## config.mk

```make
export PLATFORM = sky130hd
export DESIGN_NAME = complex_multichannel_peak_finder
export DESIGN_NICKNAME = d
export VERILOG_FILES = /design/src/cmpf_pkg.sv /design/src/cmpf_mag.sv /design/src/cmpf_track.sv /design/src/cmpf_emit.sv /design/src/complex_multichannel_peak_finder.sv
export SDC_FILE = /design/constraint.sdc
export NUM_CORES = 2
export LEC_CHECK = 0
export ABC_AREA = 1
export ABC_CLOCK_PERIOD_IN_PS = 13580
export BUFFER_PORTS_ARGS = -buffer_cell sky130_fd_sc_hd__buf_4
export CORE_MARGIN = 8
export CORE_UTILIZATION = 32
export CTS_CLUSTER_SIZE = 8
export DETAILED_ROUTE_END_ITERATION = 8
export SLEW_MARGIN = 20
export SYNTH_ARGS = -nofsm -noshare
export SYNTH_HDL_FRONTEND = slang
export SYNTH_HIERARCHICAL = 1
export SYNTH_SLANG_ARGS = --single-unit
```

## constraint.sdc

```tcl
create_clock -name clk -period 13.58 [get_ports clk]
set_input_delay 2.037 -clock clk [delete_from_list [all_inputs] [get_ports clk]]
set_output_delay 2.037 -clock clk [all_outputs]
set_load 0.02 [all_outputs]
```

## src/cmpf_pkg.sv

```systemverilog
// Shared constants and request types for the complex multichannel peak finder.
// No dependencies; every other file imports this package.
package cmpf_pkg;

    localparam int MAX_CHANNELS = 16;
    localparam int MAX_WINDOW   = 4096;
    localparam int SAMPLE_BITS  = 16;

    localparam int CH_W       = (MAX_CHANNELS > 1) ? $clog2(MAX_CHANNELS) : 1;
    localparam int CNT_W      = $clog2(MAX_CHANNELS + 1);
    localparam int POS_W      = $clog2(MAX_WINDOW);
    localparam int MAG_W      = 2 * SAMPLE_BITS;
    localparam int THR_W      = 32;
    localparam int CC_W       = 5;
    localparam int CFG_IDX_W  = 4;
    localparam int CFG_DATA_W = 32;

    typedef enum logic [CFG_IDX_W-1:0] {
        REG_CHANNEL_COUNT = 4'd0,
        REG_THRESHOLD_SQ  = 4'd1
    } cfg_reg_t;

    typedef struct packed {
        logic signed [SAMPLE_BITS-1:0] sample_re;
        logic signed [SAMPLE_BITS-1:0] sample_im;
        logic                          window_end;
    } in_item_t;

    typedef struct packed {
        logic [CH_W-1:0]               channel;
        logic                          has_peak;
        logic signed [SAMPLE_BITS-1:0] peak_re_out;
        logic signed [SAMPLE_BITS-1:0] peak_im_out;
        logic [POS_W-1:0]              peak_index;
        logic [CNT_W-1:0]              event_count;
        logic                          last;
    } out_item_t;

    typedef struct packed {
        logic signed [SAMPLE_BITS-1:0] re;
        logic signed [SAMPLE_BITS-1:0] im;
        logic                          window_end;
        logic [MAG_W-1:0]              mag;
    } mag_item_t;

    typedef struct packed {
        logic             valid;
        logic [CNT_W-1:0] count;
        logic [CNT_W-1:0] events;
    } snap_t;

endpackage

```

## src/cmpf_mag.sv

```systemverilog
// Input register and squared-magnitude stage.
// Depends on cmpf_pkg.
module cmpf_mag
    import cmpf_pkg::*;
(
    input  logic      clk,
    input  logic      rst_n,
    input  logic      in_valid,
    output logic      in_ready,
    input  in_item_t  in_item,
    output logic      out_valid,
    input  logic      out_ready,
    output mag_item_t out_item
);

    logic      a_valid_reg;
    in_item_t  a_item_reg;
    logic      m_valid_reg;
    mag_item_t m_item_reg;

    logic                   m_advance;
    logic [SAMPLE_BITS-1:0] abs_re;
    logic [SAMPLE_BITS-1:0] abs_im;
    logic [MAG_W-1:0]       sq_re;
    logic [MAG_W-1:0]       sq_im;
    mag_item_t              m_item_next;

    assign m_advance = !m_valid_reg || out_ready;
    assign in_ready  = !a_valid_reg || m_advance;

    always_comb
    begin
        abs_re = a_item_reg.sample_re[SAMPLE_BITS-1] ?
                 (~a_item_reg.sample_re + 1'b1) : a_item_reg.sample_re;
        abs_im = a_item_reg.sample_im[SAMPLE_BITS-1] ?
                 (~a_item_reg.sample_im + 1'b1) : a_item_reg.sample_im;
        sq_re  = MAG_W'(abs_re) * MAG_W'(abs_re);
        sq_im  = MAG_W'(abs_im) * MAG_W'(abs_im);
        m_item_next.re         = a_item_reg.sample_re;
        m_item_next.im         = a_item_reg.sample_im;
        m_item_next.window_end = a_item_reg.window_end;
        m_item_next.mag        = sq_re + sq_im;
    end

    always_ff @(posedge clk or negedge rst_n)
    begin
        if (!rst_n)
        begin
            a_valid_reg <= 1'b0;
            m_valid_reg <= 1'b0;
        end
        else
        begin
            if (in_ready)
            begin
                a_valid_reg <= in_valid;
            end
            if (m_advance)
            begin
                m_valid_reg <= a_valid_reg;
            end
        end
    end

    always_ff @(posedge clk)
    begin
        if (in_ready && in_valid)
        begin
            a_item_reg <= in_item;
        end
        if (m_advance && a_valid_reg)
        begin
            m_item_reg <= m_item_next;
        end
    end

    assign out_valid = m_valid_reg;
    assign out_item  = m_item_reg;

endmodule

```

## src/cmpf_track.sv

```systemverilog
// Per-channel peak tracking, channel/sample position and event count.
// Depends on cmpf_pkg; hands a window snapshot to cmpf_emit.
module cmpf_track
    import cmpf_pkg::*;
(
    input  logic                                       clk,
    input  logic                                       rst_n,
    input  logic                                       in_valid,
    output logic                                       in_ready,
    input  mag_item_t                                  in_item,
    input  logic [CNT_W-1:0]                           chan_n,
    input  logic [THR_W-1:0]                           threshold,
    input  logic                                       emit_busy,
    output snap_t                                      snap,
    output logic [MAX_CHANNELS-1:0][SAMPLE_BITS-1:0]   snap_re,
    output logic [MAX_CHANNELS-1:0][SAMPLE_BITS-1:0]   snap_im,
    output logic [MAX_CHANNELS-1:0][POS_W-1:0]         snap_pos,
    output logic [MAX_CHANNELS-1:0]                    snap_has
);

    logic [MAX_CHANNELS-1:0][SAMPLE_BITS-1:0] pk_re_reg,  pk_re_next;
    logic [MAX_CHANNELS-1:0][SAMPLE_BITS-1:0] pk_im_reg,  pk_im_next;
    logic [MAX_CHANNELS-1:0][MAG_W-1:0]       pk_mag_reg, pk_mag_next;
    logic [MAX_CHANNELS-1:0][POS_W-1:0]       pk_pos_reg, pk_pos_next;
    logic [CH_W-1:0]                          chan_pos_reg, chan_pos_next;
    logic [POS_W-1:0]                         sample_pos_reg, sample_pos_next;
    logic [CNT_W-1:0]                         events_reg, events_next;

    logic             take;
    logic [CH_W-1:0]  ch;
    logic [MAG_W-1:0] cur_mag;
    logic             hit;

    assign in_ready = !(in_item.window_end && emit_busy);
    assign take     = in_valid && in_ready;

    always_comb
    begin
        ch      = (CNT_W'(chan_pos_reg) >= chan_n) ? '0 : chan_pos_reg;
        cur_mag = pk_mag_reg[ch];
        hit     = (in_item.mag > cur_mag) && (in_item.mag > threshold);

        pk_re_next      = pk_re_reg;
        pk_im_next      = pk_im_reg;
        pk_mag_next     = pk_mag_reg;
        pk_pos_next     = pk_pos_reg;
        events_next     = events_reg;
        chan_pos_next   = chan_pos_reg;
        sample_pos_next = sample_pos_reg;

        if (hit)
        begin
            pk_re_next[ch]  = in_item.re;
            pk_im_next[ch]  = in_item.im;
            pk_mag_next[ch] = in_item.mag;
            pk_pos_next[ch] = sample_pos_reg;
            if (cur_mag == '0)
            begin
                events_next = events_reg + CNT_W'(1);
            end
        end

        if (CNT_W'(ch) + CNT_W'(1) >= chan_n)
        begin
            chan_pos_next = '0;
            if (sample_pos_reg != POS_W'(MAX_WINDOW - 1))
            begin
                sample_pos_next = sample_pos_reg + POS_W'(1);
            end
        end
        else
        begin
            chan_pos_next = ch + CH_W'(1);
        end
    end

    always_ff @(posedge clk or negedge rst_n)
    begin
        if (!rst_n)
        begin
            pk_re_reg      <= '0;
            pk_im_reg      <= '0;
            pk_mag_reg     <= '0;
            pk_pos_reg     <= '0;
            chan_pos_reg   <= '0;
            sample_pos_reg <= '0;
            events_reg     <= '0;
        end
        else if (take)
        begin
            if (in_item.window_end)
            begin
                pk_re_reg      <= '0;
                pk_im_reg      <= '0;
                pk_mag_reg     <= '0;
                pk_pos_reg     <= '0;
                chan_pos_reg   <= '0;
                sample_pos_reg <= '0;
                events_reg     <= '0;
            end
            else
            begin
                pk_re_reg      <= pk_re_next;
                pk_im_reg      <= pk_im_next;
                pk_mag_reg     <= pk_mag_next;
                pk_pos_reg     <= pk_pos_next;
                chan_pos_reg   <= chan_pos_next;
                sample_pos_reg <= sample_pos_next;
                events_reg     <= events_next;
            end
        end
    end

    always_comb
    begin
        snap.valid  = take && in_item.window_end;
        snap.count  = chan_n;
        snap.events = events_next;
        snap_re     = pk_re_next;
        snap_im     = pk_im_next;
        snap_pos    = pk_pos_next;
        for (int i = 0; i < MAX_CHANNELS; i++)
        begin
            snap_has[i] = (pk_mag_next[i] != '0);
        end
    end

endmodule

```

## src/cmpf_emit.sv

```systemverilog
// Window result bank, per-channel result sequencer and output register.
// Depends on cmpf_pkg; loaded from cmpf_track at window end.
module cmpf_emit
    import cmpf_pkg::*;
(
    input  logic                                     clk,
    input  logic                                     rst_n,
    input  snap_t                                    snap,
    input  logic [MAX_CHANNELS-1:0][SAMPLE_BITS-1:0] snap_re,
    input  logic [MAX_CHANNELS-1:0][SAMPLE_BITS-1:0] snap_im,
    input  logic [MAX_CHANNELS-1:0][POS_W-1:0]       snap_pos,
    input  logic [MAX_CHANNELS-1:0]                  snap_has,
    output logic                                     busy,
    output logic                                     out_valid,
    input  logic                                     out_ready,
    output out_item_t                                out_item
);

    logic [MAX_CHANNELS-1:0][SAMPLE_BITS-1:0] bank_re_reg;
    logic [MAX_CHANNELS-1:0][SAMPLE_BITS-1:0] bank_im_reg;
    logic [MAX_CHANNELS-1:0][POS_W-1:0]       bank_pos_reg;
    logic [MAX_CHANNELS-1:0]                  bank_has_reg;
    logic [CNT_W-1:0]                         bank_n_reg;
    logic [CNT_W-1:0]                         bank_events_reg;

    logic            active_reg;
    logic [CH_W-1:0] idx_reg;
    logic            out_valid_reg;
    out_item_t       out_item_reg;

    logic      load;
    logic      is_last;
    out_item_t out_item_next;

    assign load    = active_reg && (!out_valid_reg || out_ready);
    assign is_last = (CNT_W'(idx_reg) + CNT_W'(1) == bank_n_reg);

    always_comb
    begin
        out_item_next.channel     = idx_reg;
        out_item_next.has_peak    = bank_has_reg[idx_reg];
        out_item_next.peak_re_out = bank_re_reg[idx_reg];
        out_item_next.peak_im_out = bank_im_reg[idx_reg];
        out_item_next.peak_index  = bank_pos_reg[idx_reg];
        out_item_next.event_count = bank_events_reg;
        out_item_next.last        = is_last;
    end

    always_ff @(posedge clk or negedge rst_n)
    begin
        if (!rst_n)
        begin
            active_reg    <= 1'b0;
            idx_reg       <= '0;
            out_valid_reg <= 1'b0;
        end
        else
        begin
            if (snap.valid)
            begin
                active_reg <= 1'b1;
                idx_reg    <= '0;
            end
            else if (load)
            begin
                if (is_last)
                begin
                    active_reg <= 1'b0;
                end
                else
                begin
                    idx_reg <= idx_reg + CH_W'(1);
                end
            end

            if (load)
            begin
                out_valid_reg <= 1'b1;
            end
            else if (out_ready)
            begin
                out_valid_reg <= 1'b0;
            end
        end
    end

    always_ff @(posedge clk)
    begin
        if (snap.valid)
        begin
            bank_re_reg     <= snap_re;
            bank_im_reg     <= snap_im;
            bank_pos_reg    <= snap_pos;
            bank_has_reg    <= snap_has;
            bank_n_reg      <= snap.count;
            bank_events_reg <= snap.events;
        end
        if (load)
        begin
            out_item_reg <= out_item_next;
        end
    end

    // bank frees up in the cycle its final result moves to the output register
    assign busy      = active_reg && !(load && is_last);
    assign out_valid = out_valid_reg;
    assign out_item  = out_item_reg;

endmodule

```

## src/complex_multichannel_peak_finder.sv

```systemverilog
// Top level of the complex multichannel peak finder: config registers and stage wiring.
// Depends on cmpf_pkg, cmpf_mag, cmpf_track and cmpf_emit.
//
//   channel | handshake                  | moves
//   --------+----------------------------+---------------------------------------
//   sample  | sample_valid/sample_ready  | one complex sample request, in_item_t
//   result  | result_valid/result_ready  | one per-channel result request, out_item_t
//   cfg     | cfg_valid/cfg_ready        | register write: cfg_index, cfg_data
//
// One sample per cycle unless stalled; a sample passes the input register and the magnitude register
// before the tracker, which hands its window snapshot to the result bank. A window-end sample stalls in
// the tracker while the previous window is still being emitted (one result per cycle, channel count
// results, paced by result_ready). Reset clears all peaks, positions and counters; channel_count resets to 1.
// cfg_ready is always high; writes are expected only while no request is in flight.
module complex_multichannel_peak_finder
    import cmpf_pkg::*;
(
    input  logic                  clk,
    input  logic                  rst_n,
    input  logic                  sample_valid,
    output logic                  sample_ready,
    input  in_item_t              sample,
    output logic                  result_valid,
    input  logic                  result_ready,
    output out_item_t             result,
    input  logic                  cfg_valid,
    output logic                  cfg_ready,
    input  logic [CFG_IDX_W-1:0]  cfg_index,
    input  logic [CFG_DATA_W-1:0] cfg_data
);

    logic [CC_W-1:0]  channel_count_reg;
    logic [THR_W-1:0] threshold_sq_reg;
    logic [CNT_W-1:0] chan_n;

    logic      m_valid;
    logic      m_ready;
    mag_item_t m_item;

    snap_t                                    snap;
    logic [MAX_CHANNELS-1:0][SAMPLE_BITS-1:0] snap_re;
    logic [MAX_CHANNELS-1:0][SAMPLE_BITS-1:0] snap_im;
    logic [MAX_CHANNELS-1:0][POS_W-1:0]       snap_pos;
    logic [MAX_CHANNELS-1:0]                  snap_has;
    logic                                     emit_busy;

    assign cfg_ready = 1'b1;

    always_ff @(posedge clk or negedge rst_n)
    begin
        if (!rst_n)
        begin
            channel_count_reg <= CC_W'(1);
            threshold_sq_reg  <= '0;
        end
        else if (cfg_valid && cfg_ready)
        begin
            if (cfg_index == REG_CHANNEL_COUNT)
            begin
                channel_count_reg <= cfg_data[CC_W-1:0];
            end
            else if (cfg_index == REG_THRESHOLD_SQ)
            begin
                threshold_sq_reg <= cfg_data[THR_W-1:0];
            end
        end
    end

    // zero acts as one, oversize clamps to the channel capacity
    always_comb
    begin
        if (channel_count_reg == '0)
        begin
            chan_n = CNT_W'(1);
        end
        else if (int'(channel_count_reg) > MAX_CHANNELS)
        begin
            chan_n = CNT_W'(MAX_CHANNELS);
        end
        else
        begin
            chan_n = CNT_W'(channel_count_reg);
        end
    end

    cmpf_mag u_mag (
        .clk       (clk),
        .rst_n     (rst_n),
        .in_valid  (sample_valid),
        .in_ready  (sample_ready),
        .in_item   (sample),
        .out_valid (m_valid),
        .out_ready (m_ready),
        .out_item  (m_item)
    );

    cmpf_track u_track (
        .clk       (clk),
        .rst_n     (rst_n),
        .in_valid  (m_valid),
        .in_ready  (m_ready),
        .in_item   (m_item),
        .chan_n    (chan_n),
        .threshold (threshold_sq_reg),
        .emit_busy (emit_busy),
        .snap      (snap),
        .snap_re   (snap_re),
        .snap_im   (snap_im),
        .snap_pos  (snap_pos),
        .snap_has  (snap_has)
    );

    cmpf_emit u_emit (
        .clk       (clk),
        .rst_n     (rst_n),
        .snap      (snap),
        .snap_re   (snap_re),
        .snap_im   (snap_im),
        .snap_pos  (snap_pos),
        .snap_has  (snap_has),
        .busy      (emit_busy),
        .out_valid (result_valid),
        .out_ready (result_ready),
        .out_item  (result)
    );

endmodule

```

==> results.yml <==
floorplanning:
  io-pin-count: 132
  core_area_um2: 375000
  fp.dieW_um: 629.3
  die_y_um: 629.3
  die_area_um2: 396000
  initial_core_util_pct: 32.10
  rows: 225
logic_synthesis:
  synth_top_cell_by_area: "dfrtp_1"
  synthesis.area_um2: 120400
  seq_area_frac_synth_pct: 48.68
  synth_warnings: 6
  yosysUniqueCellTypes: 60
  async_flop_share_pct: 59.21
  synth_seq_cells: 2165
  avgSynthCellArea_um2: 8.808
  synth_top_cell_area_share_pct: 26.63
  synth-edff-count: 883
  synth_flop_cell: "dfrtp_1"
  syn_inst: 13666
  synth.area.top_cells: "dfrtp_1 (27%), edfxtp_1 (22%), nand2_1 (11%)"
run:
  drv_cap: 0
routing:
  wire_per_inst_um: 19.99
  first_pass_iters: 7
  drt_iter0_drc: 10688
  num_vias: 95200
  drt-vias-per-instance: 5.121
  drc: 0
  wl_um: 371700
  ant_nets: 0
sta:
  period_needed_ns: 10.32
  hold_viol_final: 0
  worst_pin_slew_ns: 1.203
  slew_headroom_pct: 19.80
  rsz0062_at_grt: "no"
  skew_ns: 0.06545
  fin_setup_tns_ns: 0
  period_share_pct: 75.96
  setup_violations: 0
  clock.fmax_mhz: 96.95
  slew_viol_final: 0
final_layout:
  nets: 14123
  drive_above_1_share_pct: 5.849
  final_core_util_pct: 35.79
  syn2layout_area_growth_pct: 11.51
  layout_commonest_cell: "nand2_1"
  seq_area_um2: 58620
  final_cell_mix: "nand2_1 (3511), o21ai_0 (2242), inv_1 (1592)"
  largest_reg_flops: 512
  fillers: 37853
  multi_input_area_um2: 51680
worst_setup_path:
  crit_top_cell: "nand2_1"
  required_ns: 14.16
  start_kind: "register"
  worstPathArrival_ns: 10.89
  end_kind: "register"
  worst_path_max_delay_cell: "inv_1"
  crit_fanout: 61
  path_class: "register to register"
  max_stage_delay_ns: 1.00
placed_design:
  place.gp.congestion: 0.8938
  hpwl_um: 222600
  io_buffers: 130
min_path:
  worstHoldPathType: "register to register"
cts:
  clk_latency_ns: 0.87
  clkSlewWorstSetupHoldPaths_ns: 0.06
  postCtsSetupRepairBufs: 0
  hold_buffers: 0
  cts_inserted_buffers: 314
  cts-root-buf: "clkbuf_16"
  clockBufferDepth: 4
  clock-sinks: 2165
  cts_max_level: 5
  cts_resized: 0
  cts_tree: "built"
global_routing:
  grt_max_degree: 181
  grt.total_usage_pct: 18.11
  gr-total-overflow: 0
  antenna_found_initial: 17
  grt_pass1_vias: 91761
  grt_pass1_wl_um: 568100
status:
  status: "completed"
## layout make-up
cell class	instances	share of cell area, %
diodes	5	0.009322
clock buffers	493	6.456
clock inverters	19	0.1864
inverters	1663	4.695
multi-input cells	8981	38.50
flip-flops and latches	2165	43.67
well taps	4994	4.655
repair buffers	271	1.822
## cells by family (layout without fill, tap and decap cells)
logic type	after synthesis	after routing	share of synthesized area [%]
AO/OA/AOI/OAI	2725	2725	12.07
XOR/XNOR	46	46	0.3597
adder cells (fa/ha/maj)	653	653	9.183
buffers and inverters	2542	2446	8.536
flip-flops	2165	2165	48.68
multiplexers	528	528	4.391
other	3	30	0.009355
AND/OR/NAND/NOR	5004	5004	16.77
## per-layer routing
metal  track usage (%)  wire length [um]  vias to the layer above
li1                  -                 -                    44022
met5                 0                30                        -
met3             3.070             28840                      683
met2             28.39            167200                     3823
met1             25.39            163000                    46668
met4             6.103             12650                        4
## final timing paths
path                                      startpoint                       to  slack (ns)  cells after the start
hold / removal             u_emit/bank_events_reg[3]       u_emit/out_item[4]        0.42                      0
hold reg to reg            u_emit/bank_events_reg[3]       u_emit/out_item[4]        0.42                      0
min in group asynchronous                      rst_n  u_track/pk_mag_reg[268]        1.22                      1
max in group asynchronous                      rst_n  u_track/chan_pos_reg[0]        9.35                      4
setup / recovery             u_track/chan_pos_reg[0]   u_emit/bank_has_reg[8]        3.26                     34
setup reg to reg             u_track/chan_pos_reg[0]   u_emit/bank_has_reg[8]        3.26                     34
## synth_stat cells, types with 31 or more instances
library cell and count:
ha_1 269, clkbuf_1 553, dfrtp_1 1281, buf_2 212, xor2_1 31, o211ai_1 100
nand2_1 3512, mux2i_1 528, nand4_1 166, o21ai_0 2243, fa_1 384, o21ai_1 56
o22ai_1 103, buf_4 68, inv_1 1597, o221ai_1 90, inv_2 53, nor2_1 831
a21oi_1 79, edfxtp_1 883, nand3_1 369
## worst max-delay path: cells and delay by family, from the launching register on
kind | cells | cell delay [ns]
AOI/OAI and AO/OA | 5 | 0.85
adders and majority gates | 2 | 0.76
buffers and inverters | 7 | 3.26
DFF | 1 | 0.89
and+or+nand+nor | 20 | 4.15
## metrics by stage
stage                     std cells  area [um^2]  worst slack (ns)  hold WS, ns
after detailed placement      18070       125200             3.538       0.4063
after CTS                     18582       134100             3.471       0.4206
after floorplan               13688       120500             1.239       0.4003
final                         18591       134200             3.265       0.4222
after global routing          18588       134200             2.739       0.4334
after global placement        18070       125200             3.508       0.4043
Power is not shown: default switching activity piles up to over one toggle a cycle in this logic, so the estimate is an artifact.
